$ cat config.mk
export PLATFORM = sky130hd
export DESIGN_NAME = gated_multichannel_tachometer_unit
export DESIGN_NICKNAME = d
export VERILOG_FILES = /design/src/hdl/gmt_pkg.sv /design/src/hdl/gmt_ctrl.sv /design/src/hdl/gmt_dp.sv /design/src/hdl/gated_multichannel_tachometer_unit.sv
export SDC_FILE = /design/constraint.sdc
export NUM_CORES = 1
export LEC_CHECK = 0
export BUFFER_PORTS_ARGS = -buffer_cell sky130_fd_sc_hd__clkbuf_2
export CAP_MARGIN = 20
export CORE_MARGIN = 1.5
export CORE_UTILIZATION = 50
export CTS_CLUSTER_DIAMETER = 200
export DETAILED_ROUTE_END_ITERATION = 7
export HOLD_SLACK_MARGIN = 0.02
export PLACE_DENSITY = 0.67
export SLEW_MARGIN = 25
export SYNTH_ARGS = -nofsm -noshare
export SYNTH_HDL_FRONTEND = slang
export SYNTH_SLANG_ARGS = --single-unit
$ cat constraint.sdc
create_clock -name clock -period 8.61 [get_ports clock]
set_input_delay 2.1525 -clock clock [delete_from_list [all_inputs] [get_ports clock]]
set_output_delay 2.1525 -clock clock [all_outputs]
set_load 0.01 [all_outputs]
$ cat src/hdl/gmt_pkg.sv
// Shared types and constants for the gated multichannel tachometer.
// Used by the controller, the datapath and the top level; depends on nothing.
package gmt_pkg;

   localparam logic [15:0] MS_PER_MINUTE = 16'd60000;
   localparam logic [15:0] RPM_MAX       = 16'hFFFF;
   localparam logic [23:0] TRAVEL_MAX    = 24'hFFFFFF;

   localparam logic [15:0] GATE_MS_RESET      = 16'd1000;
   localparam logic [7:0]  WHEEL_TEETH_RESET  = 8'd1;
   localparam logic [7:0]  ENGINE_TEETH_RESET = 8'd1;
   localparam logic [15:0] MAX_RPM_RESET      = 16'hFFFF;

   // Register indexes on the csr port
   localparam logic [1:0] CSR_GATE_MS      = 2'd0;
   localparam logic [1:0] CSR_WHEEL_TEETH  = 2'd1;
   localparam logic [1:0] CSR_ENGINE_TEETH = 2'd2;
   localparam logic [1:0] CSR_MAX_RPM      = 2'd3;

   // Channel codes, also the order of evaluation
   localparam logic [1:0] CH_TURBINE_A = 2'd0;
   localparam logic [1:0] CH_TURBINE_B = 2'd1;
   localparam logic [1:0] CH_WHEEL     = 2'd2;
   localparam logic [1:0] CH_ENGINE    = 2'd3;

   typedef struct packed {
      logic turbine_a_pulse;
      logic turbine_b_pulse;
      logic wheel_pulse;
      logic engine_pulse;
      logic ms_tick;
   } req_type;

   typedef struct packed {
      logic [15:0] turbine_a_rpm;
      logic [15:0] turbine_b_rpm;
      logic [15:0] wheel_rpm;
      logic [15:0] engine_rpm;
      logic [23:0] wheel_travel_revs;
   } rsp_type;

   typedef enum logic [2:0] {
      ST_COUNT,
      ST_REVS_LOAD,
      ST_REVS_DIV,
      ST_RPM_LOAD,
      ST_RPM_DIV,
      ST_RPM_STORE,
      ST_OUT
   } ctrl_state_type;

   typedef struct packed {
      logic       count_en;
      logic       revs_load;
      logic       div_step;
      logic       rpm_load;
      logic       rpm_store;
      logic       load_out;
      logic [1:0] chan;
   } cmd_type;

   typedef struct packed {
      logic close;
   } status_type;

endpackage

$ cat src/hdl/gmt_ctrl.sv
// Sequencer for the tachometer: accepts count beats, walks the four
// channels through the shared divider on window close, owns rsp_valid.
// Depends on gmt_pkg.
module gmt_ctrl
   import gmt_pkg::*;
#(
   parameter int DIV_STEPS = 40
) (
   input  logic       clock,
   input  logic       reset,
   input  logic       req_valid,
   output logic       req_ready,
   output logic       rsp_valid,
   input  logic       rsp_ready,
   input  status_type status,
   output cmd_type    cmd
);

   localparam int STEP_W = $clog2(DIV_STEPS);

   ctrl_state_type    state_ff, state_in;
   logic [1:0]        chan_ff, chan_in;
   logic [STEP_W-1:0] step_ff, step_in;
   logic              rsp_valid_ff, rsp_valid_in;
   logic              last_step;
   logic              out_free;

   assign last_step = (step_ff == STEP_W'(DIV_STEPS - 1));
   assign out_free  = !rsp_valid_ff || rsp_ready;

   always_comb begin
      state_in = state_ff;
      unique case (state_ff)
         ST_COUNT: begin
            if (req_valid && status.close) state_in = ST_REVS_LOAD;
         end
         ST_REVS_LOAD: state_in = ST_REVS_DIV;
         ST_REVS_DIV: begin
            if (last_step) state_in = ST_RPM_LOAD;
         end
         ST_RPM_LOAD: state_in = ST_RPM_DIV;
         ST_RPM_DIV: begin
            if (last_step) state_in = ST_RPM_STORE;
         end
         ST_RPM_STORE: begin
            if (chan_ff == CH_ENGINE) state_in = ST_OUT;
            else state_in = ST_REVS_LOAD;
         end
         ST_OUT: begin
            if (out_free) state_in = ST_COUNT;
         end
         default: state_in = ST_COUNT;
      endcase
   end

   always_comb begin
      req_ready     = 1'b0;
      cmd           = '0;
      cmd.chan      = chan_ff;
      unique case (state_ff)
         ST_COUNT: begin
            req_ready    = 1'b1;
            cmd.count_en = req_valid && !status.close;
         end
         ST_REVS_LOAD: cmd.revs_load = 1'b1;
         ST_REVS_DIV:  cmd.div_step  = 1'b1;
         ST_RPM_LOAD:  cmd.rpm_load  = 1'b1;
         ST_RPM_DIV:   cmd.div_step  = 1'b1;
         ST_RPM_STORE: cmd.rpm_store = 1'b1;
         ST_OUT:       cmd.load_out  = out_free;
         default: ;
      endcase
   end

   always_comb begin
      chan_in = chan_ff;
      step_in = '0;
      if (state_ff == ST_COUNT) chan_in = CH_TURBINE_A;
      if (state_ff == ST_RPM_STORE) chan_in = chan_ff + 2'd1;
      if ((state_ff == ST_REVS_DIV || state_ff == ST_RPM_DIV) && !last_step) begin
         step_in = step_ff + STEP_W'(1);
      end
      // drop valid when taken, set it when a fresh result lands
      rsp_valid_in = rsp_valid_ff && !rsp_ready;
      if (cmd.load_out) rsp_valid_in = 1'b1;
   end

   always_ff @(posedge clock) begin
      if (reset) begin
         state_ff     <= ST_COUNT;
         chan_ff      <= CH_TURBINE_A;
         step_ff      <= '0;
         rsp_valid_ff <= 1'b0;
      end else begin
         state_ff     <= state_in;
         chan_ff      <= chan_in;
         step_ff      <= step_in;
         rsp_valid_ff <= rsp_valid_in;
      end
   end

   assign rsp_valid = rsp_valid_ff;

endmodule

$ cat src/hdl/gmt_dp.sv
// Datapath of the tachometer: config registers, saturating pulse counters,
// tick counter, shared restoring divider and the result register.
// Depends on gmt_pkg.
module gmt_dp
   import gmt_pkg::*;
#(
   parameter int TURBINE_PULSES_PER_REV = 60,
   parameter int COUNT_BITS             = 24
) (
   input  logic        clock,
   input  logic        reset,
   input  logic        csr_wr_en,
   input  logic [1:0]  csr_index,
   input  logic [15:0] csr_wdata,
   input  req_type     req_data,
   output rsp_type     rsp_data,
   input  cmd_type     cmd,
   output status_type  status
);

   localparam int DIVW = COUNT_BITS + 16;

   logic [15:0] gate_ms_ff, gate_ms_in;
   logic [7:0]  wheel_teeth_ff, wheel_teeth_in;
   logic [7:0]  engine_teeth_ff, engine_teeth_in;
   logic [15:0] max_rpm_ff, max_rpm_in;

   logic [COUNT_BITS-1:0] count_ff [4];
   logic [COUNT_BITS-1:0] count_in [4];
   logic [3:0]            pulse;
   logic [15:0]           elapsed_ff, elapsed_in;
   logic [23:0]           travel_ff, travel_in;

   logic [15:0]     gate_eff, wheel_div, engine_div, revs_div;
   logic [15:0]     rem_ff, rem_in;
   logic [DIVW-1:0] quo_ff, quo_in;
   logic [15:0]     dvs_ff, dvs_in;
   logic [16:0]     rem_wide;
   logic            fits;
   logic [DIVW-1:0] product;
   logic [15:0]     rpm_sat, rpm_final;
   logic [15:0]     rpm_ff [4];
   rsp_type         rsp_ff;

   // zero in a divisor register acts as one
   assign gate_eff   = (gate_ms_ff == 16'd0) ? 16'd1 : gate_ms_ff;
   assign wheel_div  = (wheel_teeth_ff == 8'd0) ? 16'd1 : {8'd0, wheel_teeth_ff};
   assign engine_div = (engine_teeth_ff == 8'd0) ? 16'd1 : {8'd0, engine_teeth_ff};

   assign status.close = req_data.ms_tick &&
                         ({1'b0, elapsed_ff} + 17'd1 >= {1'b0, gate_eff});

   always_comb begin
      gate_ms_in      = gate_ms_ff;
      wheel_teeth_in  = wheel_teeth_ff;
      engine_teeth_in = engine_teeth_ff;
      max_rpm_in      = max_rpm_ff;
      if (csr_wr_en) begin
         unique case (csr_index)
            CSR_GATE_MS:      gate_ms_in      = csr_wdata;
            CSR_WHEEL_TEETH:  wheel_teeth_in  = csr_wdata[7:0];
            CSR_ENGINE_TEETH: engine_teeth_in = csr_wdata[7:0];
            CSR_MAX_RPM:      max_rpm_in      = csr_wdata;
         endcase
      end
   end

   assign pulse = {req_data.engine_pulse, req_data.wheel_pulse,
                   req_data.turbine_b_pulse, req_data.turbine_a_pulse};

   always_comb begin
      for (int i = 0; i < 4; i++) begin
         count_in[i] = count_ff[i];
         if (cmd.count_en && pulse[i] && (count_ff[i] != '1)) begin
            count_in[i] = count_ff[i] + COUNT_BITS'(1);
         end
         if (cmd.load_out) count_in[i] = '0;
      end
      elapsed_in = elapsed_ff;
      if (cmd.count_en && req_data.ms_tick) elapsed_in = elapsed_ff + 16'd1;
      if (cmd.load_out) elapsed_in = '0;
   end

   // Divider: one quotient bit per step, dividend shifts out of quo_ff
   always_comb begin
      unique case (cmd.chan)
         CH_TURBINE_A, CH_TURBINE_B: revs_div = 16'(TURBINE_PULSES_PER_REV);
         CH_WHEEL:                   revs_div = wheel_div;
         CH_ENGINE:                  revs_div = engine_div;
      endcase
   end

   assign rem_wide = {rem_ff, quo_ff[DIVW-1]};
   assign fits     = (rem_wide >= {1'b0, dvs_ff});
   assign product  = DIVW'(quo_ff[COUNT_BITS-1:0]) * DIVW'(MS_PER_MINUTE);

   always_comb begin
      rem_in = rem_ff;
      quo_in = quo_ff;
      dvs_in = dvs_ff;
      travel_in = travel_ff;
      if (cmd.revs_load) begin
         rem_in = '0;
         quo_in = DIVW'(count_ff[cmd.chan]);
         dvs_in = revs_div;
      end
      if (cmd.div_step) begin
         rem_in = fits ? 16'(rem_wide - {1'b0, dvs_ff}) : rem_wide[15:0];
         quo_in = {quo_ff[DIVW-2:0], fits};
      end
      if (cmd.rpm_load) begin
         rem_in = '0;
         quo_in = product;
         dvs_in = gate_eff;
         // hold travel unless a whole wheel revolution was seen
         if (cmd.chan == CH_WHEEL && quo_ff != '0) begin
            travel_in = (quo_ff > DIVW'(TRAVEL_MAX)) ? TRAVEL_MAX : quo_ff[23:0];
         end
      end
   end

   assign rpm_sat   = (quo_ff > DIVW'(RPM_MAX)) ? RPM_MAX : quo_ff[15:0];
   assign rpm_final = (cmd.chan == CH_ENGINE && rpm_sat > max_rpm_ff) ? max_rpm_ff : rpm_sat;

   always_ff @(posedge clock) begin
      if (reset) begin
         gate_ms_ff      <= GATE_MS_RESET;
         wheel_teeth_ff  <= WHEEL_TEETH_RESET;
         engine_teeth_ff <= ENGINE_TEETH_RESET;
         max_rpm_ff      <= MAX_RPM_RESET;
         for (int i = 0; i < 4; i++) count_ff[i] <= '0;
         elapsed_ff      <= '0;
         travel_ff       <= '0;
      end else begin
         gate_ms_ff      <= gate_ms_in;
         wheel_teeth_ff  <= wheel_teeth_in;
         engine_teeth_ff <= engine_teeth_in;
         max_rpm_ff      <= max_rpm_in;
         for (int i = 0; i < 4; i++) count_ff[i] <= count_in[i];
         elapsed_ff      <= elapsed_in;
         travel_ff       <= travel_in;
      end
   end

   always_ff @(posedge clock) begin
      rem_ff <= rem_in;
      quo_ff <= quo_in;
      dvs_ff <= dvs_in;
      if (cmd.rpm_store) rpm_ff[cmd.chan] <= rpm_final;
      if (cmd.load_out) begin
         rsp_ff.turbine_a_rpm     <= rpm_ff[CH_TURBINE_A];
         rsp_ff.turbine_b_rpm     <= rpm_ff[CH_TURBINE_B];
         rsp_ff.wheel_rpm         <= rpm_ff[CH_WHEEL];
         rsp_ff.engine_rpm        <= rpm_ff[CH_ENGINE];
         rsp_ff.wheel_travel_revs <= travel_ff;
      end
   end

   assign rsp_data = rsp_ff;

endmodule

$ cat src/hdl/gated_multichannel_tachometer_unit.sv
// Gated four-channel tachometer. Each req beat carries one edge flag per
// channel and a millisecond tick; beats that do not close the gate window are
// taken one per clock. The beat whose tick completes gate_ms ticks closes the
// window: its pulses are dropped, and the four counts go one channel at a time
// through a single restoring divider (one quotient bit per clock), first
// count / teeth (pulses per rev on turbines), then revs * 60000 / gate_ms.
// After a closing beat req_ready stays low until all four channels are done
// and the result is loaded, which also waits for the previous rsp beat to be
// taken. The result then sits in an output register while counting resumes.
// Configuration registers: 0 gate_ms, 1 wheel_teeth, 2 engine_teeth, 3 max_rpm.
module gated_multichannel_tachometer_unit
   import gmt_pkg::*;
#(
   parameter int TURBINE_PULSES_PER_REV = 60,
   parameter int COUNT_BITS             = 24
) (
   input  logic        clock,
   input  logic        reset,
   input  logic        csr_wr_en,
   input  logic [1:0]  csr_index,
   input  logic [15:0] csr_wdata,
   input  logic        req_valid,
   output logic        req_ready,
   input  req_type     req_data,
   output logic        rsp_valid,
   input  logic        rsp_ready,
   output rsp_type     rsp_data
);

   cmd_type    cmd;
   status_type status;

   gmt_ctrl #(
      .DIV_STEPS (COUNT_BITS + 16)
   ) u_ctrl (
      .clock     (clock),
      .reset     (reset),
      .req_valid (req_valid),
      .req_ready (req_ready),
      .rsp_valid (rsp_valid),
      .rsp_ready (rsp_ready),
      .status    (status),
      .cmd       (cmd)
   );

   gmt_dp #(
      .TURBINE_PULSES_PER_REV (TURBINE_PULSES_PER_REV),
      .COUNT_BITS             (COUNT_BITS)
   ) u_dp (
      .clock     (clock),
      .reset     (reset),
      .csr_wr_en (csr_wr_en),
      .csr_index (csr_index),
      .csr_wdata (csr_wdata),
      .req_data  (req_data),
      .rsp_data  (rsp_data),
      .cmd       (cmd),
      .status    (status)
   );

endmodule
==> impl_metrics.yaml, run 1 <==
critical_path:
  critPathSlowestCell: "fa_1"
  worstPathRequired_ns: 8.94
  crit_path_start_kind: "flop"
  arrival_ns: 6.55
  crit_fanout: 10
  cp.buffers_inverters: 4
  cp_common_cell: "fa_1"
  critPathKind: "reg -> reg"
  crit_family: "adder cells"
  cp_cell_sequence: "inv_1 > fa_1 > inv_1 > fa_1 > fa_1 > inv_1 > fa_1 > fa_1 > inv_1 > ha_1 > a21o_1 > a221oi_1 > nor2b_1 > a31oi_1 > o41ai_2 > nand2_1 > a221oi_1 > xnor2_1 > o21ai_0"
  r2r_slack_ns: 2.38
  endpoint_kind: "flop"
  max_stage_delay_ns: 0.60
synthesis:
  synth-edff-count: 203
  avgSynthCellArea_um2: 10.3
  synth_cells: 2333
  netlist_area_um2: 24100
  synth-seq-area-share_pct: 43.5
  async_flop_share_pct: 0
  yosys-top-cells-area: "edfxtp_1, dfxtp_1, ha_1"
  synth.top_cell.area_share_pct: 25.3
  syn_nets: 2627
  yosysWarningCount: 0
  yosysMostFrequentCell: "inv_1"
  synth.distinct_cells: 74
  synth_flop_cell: "dfxtp_1"
  yosysTopAreaCell: "edfxtp_1"
  ys_ff_latch: 422
  ys_top_cells_by_count: "inv_1, nor2_1, dfxtp_1, edfxtp_1, nand2_1"
cts:
  cts.repair.resized: 0
  path_clk_slew_ns: 0.07
  cts_post_setup_buffers_inserted: 0
  clock_path_buffers: 3
  cts_sinks: 422
  cts_hold_buf: 0
  insertion_delay_ns: 0.61
  clock-root-buffer: "clkbuf_16"
  htreeDepth: 2
  cts_buffers: 45
  cts_tree: "built"
placement:
  portBuffers: 117
  dpl_cell_area_um2: 25300
  place_ws_ns: 2.39
  routabilityCongestion: 0.926
  dpl.hpwl_um: 42000
sta:
  fin_crit_ns: 6.23
  hold_viol: 0
  setup_ws_ns: 2.38
  rsz0062_at_grt: "false"
  setup_viol: 0
  max_freq_mhz: 161
  skew_ns: 0.0352
  fin_crit_sh_pct: 72.3
  maxSlewHeadroom_pct: 27.5
  setup_tns_ns: 0
  slew_viol_final: 0
  worst_pin_slew_ns: 1.08
die:
  io_pins: 118
  start_util_pct: 50.6
  die_y_um: 222
  rows: 80
  die_w_um: 222
  fp.dieArea_um2: 49500
  core_um2: 47600
final_layout:
  multiInputGateArea_um2: 12400
  nFillCells: 4047
  seq_area_um2: 10500
  fin_util_pct: 56.3
  fin_area_um2: 26800
  layout-drive-gt1-share_pct: 11.3
  nNetsFinal: 2718
  syn_to_final_growth_pct: 11.4
outcome:
  outcome: "complete, no violations"
global_routing:
  antenna_found_initial: 1
  grt_pass1_vias: 16600
  overflow: 0
  grt_first_pass_wirelength_um: 90000
  grt_max_degree: 81
  track_usage_pct: 22.8
worst_hold_path:
  hp-class: "reg -> reg"
route:
  drc: 0
  vias: 17300
  dr.first_iter.drc_count: 1353
  routedWlPerCell_um: 18.3
  vias_per_cell: 5.63
  antenna_left: 0
  dr.pass1.iters: 6
  wl_um: 56400
run:
  cap_violations: 0
## placed cells by master, fill, tap and decap left out, types with 25 or more instances in the layout
| cell | Yosys | routed |
|---|---|---|
| nand4_1 | 37 | 37 |
| fa_1 | 102 | 102 |
| mux2i_1 | 28 | 28 |
| nor4_1 | 33 | 33 |
| a211o_1 | 25 | 25 |
| nor3_1 | 36 | 35 |
| nor2_1 | 230 | 230 |
| ha_1 | 164 | 164 |
| nand2_1 | 179 | 179 |
| inv_1 | 246 | 246 |
| a21o_1 | 30 | 30 |
| xor2_1 | 61 | 61 |
| o21ai_0 | 85 | 84 |
| clkbuf_2 | 0 | 117 |
| clkbuf_16 | 0 | 45 |
| dfxtp_1 | 219 | 219 |
| a21oi_1 | 103 | 103 |
| edfxtp_1 | 203 | 203 |
| nand3_1 | 54 | 54 |
| xnor2_1 | 84 | 84 |
| and3_1 | 35 | 34 |
## sequential cells by signal, indices dropped and copies added, names as in the netlist, named ones only
name / count
u_dp.wheel_teeth_ff: 8
u_dp.elapsed_ff: 16
u_ctrl.rsp_valid: 1
u_dp.engine_teeth_ff: 8
u_dp.dvs_ff: 16
u_dp.travel_ff: 24
u_dp.rem_ff: 16
u_dp.gate_ms_ff: 16
u_dp.count_ff: 96
u_dp.rsp_data: 24
u_ctrl.chan_ff: 2
u_ctrl.step_ff: 6
rsp_data: 64
u_dp.rpm_ff: 64
u_dp.quo_ff: 40
u_ctrl.state_ff: 3
u_dp.max_rpm_ff: 16
## through the flow
step | hold slack, ns | cells
6_report | 0.415 | 3077
5_1_grt | 0.424 | 3077
4_1_cts | 0.416 | 3076
3_5_place_dp | 0.405 | 2992
3_3_place_gp | 0.401 | 2991
2_1_floorplan | 0.400 | 2333
## area by class of cell
type,count,area share (%)
clock inverter,29,1.20
inverter,247,3.45
timing repair buffer,140,2.90
multi-input combinational,1568,46.0
tap,615,2.87
sequential,422,39.0
clock buffer,55,4.48
antenna,1,0.00932
## worst register-to-register path, cell delays in order (launching register included)
cell and delay (ns):
edfxtp_1 0.48, inv_1 0.24, fa_1 0.61, inv_1 0.06, fa_1 0.48, fa_1 0.51, inv_1 0.06, fa_1 0.48
fa_1 0.53, inv_1 0.05, ha_1 0.42, a21o_1 0.23, a221oi_1 0.33, nor2b_1 0.17, a31oi_1 0.15, o41ai_2 0.45
nand2_1 0.14, a221oi_1 0.32, xnor2_1 0.16, o21ai_0 0.09
## cell families (layout without fill, tap and decap cells)
logic type,Yosys count,count (layout),synth area share [%]
AO/OA/AOI/OAI,376,376,10.5
XOR/XNOR,145,145,5.27
adder cells (fa/ha/maj),266,266,17.0
buffers and inverters,343,471,5.40
flip-flops,422,422,43.5
multiplexers,67,67,4.11
other,0,1,0
AND/OR/NAND/NOR,714,714,14.3
## layer usage
metal  global-route usage, %  wire [um]
met5                       0          0
met4                    5.79       1100
met3                    3.82       3590
met2                    35.3      25300
met1                    33.3      26400
## final timing paths
| kind | startpoint | end | cells past startpoint |
|---|---|---|---|
| max | u_dp.quo_ff[7] | u_dp.quo_ff[39] | 19 |
| min | u_dp.rpm_ff[2][10] | rsp_data[50] | 0 |
| max reg2reg | u_dp.quo_ff[7] | u_dp.quo_ff[39] | 19 |
| min reg2reg | u_dp.rpm_ff[2][10] | rsp_data[50] | 0 |
Power of run 1 is not shown: default switching activity piles up to over one toggle a cycle in this logic, so the estimate is an artifact.
==> run 2, diff against run 1 <==
- ABC_AREA: not set -> 1
- PLACE_DENSITY: 0.67 -> 0.7
- clock period: 8.61 -> 5.3 ns (I/O delays scaled with it)
==> run 2 against run 1 <==
Net effect:
- clock-buffer cell count increased by 3
- fmax rose by 21%
- wire length grew 22%
- critical endpoint is now u_dp.quo_ff[27]
- global-route usage increased by 3.4 points
- via count is 25% higher
- setup slack worse by 2.2 ns
- clock skew is 0.012 ns lower
- critical path type unchanged
- highest routed layer unchanged
- register-to-register slack got worse by 2.2 ns
==> impl_metrics.yaml, run 2 <==
cts:
  cts_buffers: 46
  clock-root-buffer: "clkbuf_16"
  cts_tree: "built"
  cts_sinks: 422
  cts_hold_buf: 0
  htreeDepth: 2
  clock_path_buffers: 3
  insertion_delay_ns: 0.59
  path_clk_slew_ns: 0.07
placement:
  routabilityCongestion: 0.955
  dpl_cell_area_um2: 27200
  portBuffers: 117
  dpl.hpwl_um: 51400
  place_ws_ns: 0.174
sta:
  skew_ns: 0.0231
  fin_crit_sh_pct: 97.3
  worst_pin_slew_ns: 0.916
  hold_viol: 0
  slew_viol_final: 0
  fin_crit_ns: 5.16
  setup_ws_ns: 0.144
  maxSlewHeadroom_pct: 38.9
  setup_viol: 0
  max_freq_mhz: 194
synthesis:
  synth_flop_cell: "dfxtp_1"
  synth-simple-area-share_pct: 20.3
  yosys.area_share.adder_pct: 15.9
  synthMuxAreaShare_pct: 0
  yosysMostFrequentCell: "inv_1"
  ys_top_cells_by_count: "inv_1, nand2_1, nor2_1, o21ai_0, dfxtp_1"
  yosysWarningCount: 0
  synth.top_cell.area_share_pct: 23.7
  synth-xor-area-share_pct: 2.11
  synth.distinct_cells: 54
  yosys-top-cells-area: "edfxtp_1, dfxtp_1, ha_1"
  avgSynthCellArea_um2: 8.21
  synth-edff-count: 203
  synth_compound_area_share_pct: 11.4
  netlist_area_um2: 25700
  synth-seq-area-share_pct: 40.7
  syn_nets: 3426
  synth_top_family_by_area: "simple AND/OR/NAND/NOR gates"
  yosysTopAreaCell: "edfxtp_1"
  async_flop_share_pct: 0
  synth_cells: 3132
  ys_ff_latch: 422
die:
  fp.dieArea_um2: 52800
  die_y_um: 230
  die_w_um: 230
  start_util_pct: 51.0
  rows: 82
  core_um2: 50500
  io_pins: 118
final_layout:
  layout-drive-gt1-share_pct: 9.60
  antenna_cells: 0
  top_register: "u_dp.count_ff"
  fin_area_um2: 28800
  nNetsFinal: 3559
  final_common_cell: "inv_1"
  layout_common_cells: "inv_1, nand2_1, nor2_1, o21ai_0, dfxtp_1"
  fin_util_pct: 57.1
  nFillCells: 4619
  largest_reg_flops: 96
  syn_to_final_growth_pct: 12.1
global_routing:
  overflow: 0
  track_usage_pct: 26.2
  grt_first_pass_wirelength_um: 111000
  antenna_found_initial: 0
  grt_max_degree: 89
  grt_pass1_vias: 21000
run:
  cap_violations: 0
critical_path:
  critPathKind: "reg -> reg"
  worstPathRequired_ns: 5.64
  crit_path_start_kind: "flop"
  arrival_ns: 5.50
  endpoint_kind: "flop"
  crit_fanout: 5
route:
  vias: 21700
  antenna_left: 0
  dr.first_iter.drc_count: 1625
  vias_per_cell: 5.46
  drc: 0
  wl_um: 68800
  dr.pass1.iters: 6
  routedWlPerCell_um: 17.3
pwr:
  vdd_drop_max_v: 0.000516
  power_density_nw_per_um2: 354
  switchingPower_mw: 3.62
  pwr-share-clk_pct: 31.7
  total_power_mw: 10.2
  leakagePower_nw: 12.5
  p_comb_share_pct: 34.3
  intPower_mw: 6.59
  seqPwrFrac_pct: 34.0
  switching_share_pct: 35.5
outcome:
  outcome: "complete, no violations"
worst_hold_path:
  hp-class: "reg -> reg"
run 2: changes by cell type after synthesis, sizes merged, moves of 67 or more:
cell,previous run,this run
nand2,180,517
inv,246,529
o21ai,85,262
nand3,54,174
nor2,230,337
a21oi,104,187
xnor2,84,17
run 2: power groups by stage:
stage / logic [mW] / registers [mW] / clock network (mW)
floorplan: 2.40 / 3.53 / 0
global placement: 3.34 / 3.54 / 0
detailed placement: 3.32 / 3.54 / 0
CTS: 3.36 / 3.47 / 3.28
global route: 3.95 / 3.47 / 3.41
finish: 3.50 / 3.47 / 3.24
run 2: cell families (layout without fill, tap and decap cells):
logic type      Yosys count  in the layout
simple gates           1202           1202
buf+inv                 637            806
xor+xnor                 62             62
flops                   422            422
fa+ha+maj               266            266
compound gates          543            543
run 2: what timing repair did:
action	4_1_cts	5_1_grt
gates resized for setup	0	24
setup buffers	0	6
endpoints found under the setup margin	0	10
run 2: final cells by class:
type / count / area, um^2 / share of cell area (%)
multi-input combinational: 2073 / 12900 / 44.6
clock inverter: 26 / 275 / 0.954
inverter: 533 / 2000 / 6.95
sequential: 422 / 10500 / 36.3
tap: 672 / 841 / 2.92
timing repair buffer: 189 / 1130 / 3.92
clock buffer: 58 / 1260 / 4.36
run 2: path summary, 6_finish.rpt:
path,startpoint,to,slack (ns),cells after the start
hold / removal,u_dp.rpm_ff[1][15],rsp_data[71],0.41,0
setup / recovery,u_dp.quo_ff[13],u_dp.quo_ff[27],0.14,19
hold reg to reg,u_dp.rpm_ff[1][15],rsp_data[71],0.41,0
setup reg to reg,u_dp.quo_ff[13],u_dp.quo_ff[27],0.14,19
run 2: metrics by stage:
stage / hold WS [ns] / cells / TNS [ns]
2_1_floorplan: 0.400 / 3132 / 0
3_3_place_gp: 0.406 / 3883 / 0
3_5_place_dp: 0.405 / 3883 / 0
4_1_cts: 0.405 / 3967 / 0
5_1_grt: 0.419 / 3973 / -0.0101
6_report: 0.407 / 3973 / 0
run 2: metal layers:
layer,wire (um),vias up,track usage [%]
li1,-,10600,-
met1,30200,10300,36.0
met2,32000,744,43.2
met3,4990,95,3.89
met4,1630,0,7.29
met5,0,-,0
run 2: worst max-delay path, cell delays in order, from the launching register on:
cell and delay (ns):
edfxtp_1 0.48, buf_4 0.18, inv_2 0.11, fa_1 0.43
inv_1 0.08, fa_1 0.45, fa_1 0.52, inv_1 0.05
fa_1 0.49, fa_1 0.52, inv_1 0.05, ha_1 0.35
a21oi_1 0.26, o21ai_0 0.15, inv_1 0.11, nand2_1 0.09
a21oi_1 0.34, nand2_1 0.09, nand3_1 0.10, nand2_1 0.06
Power figures use the tool's default switching activity.
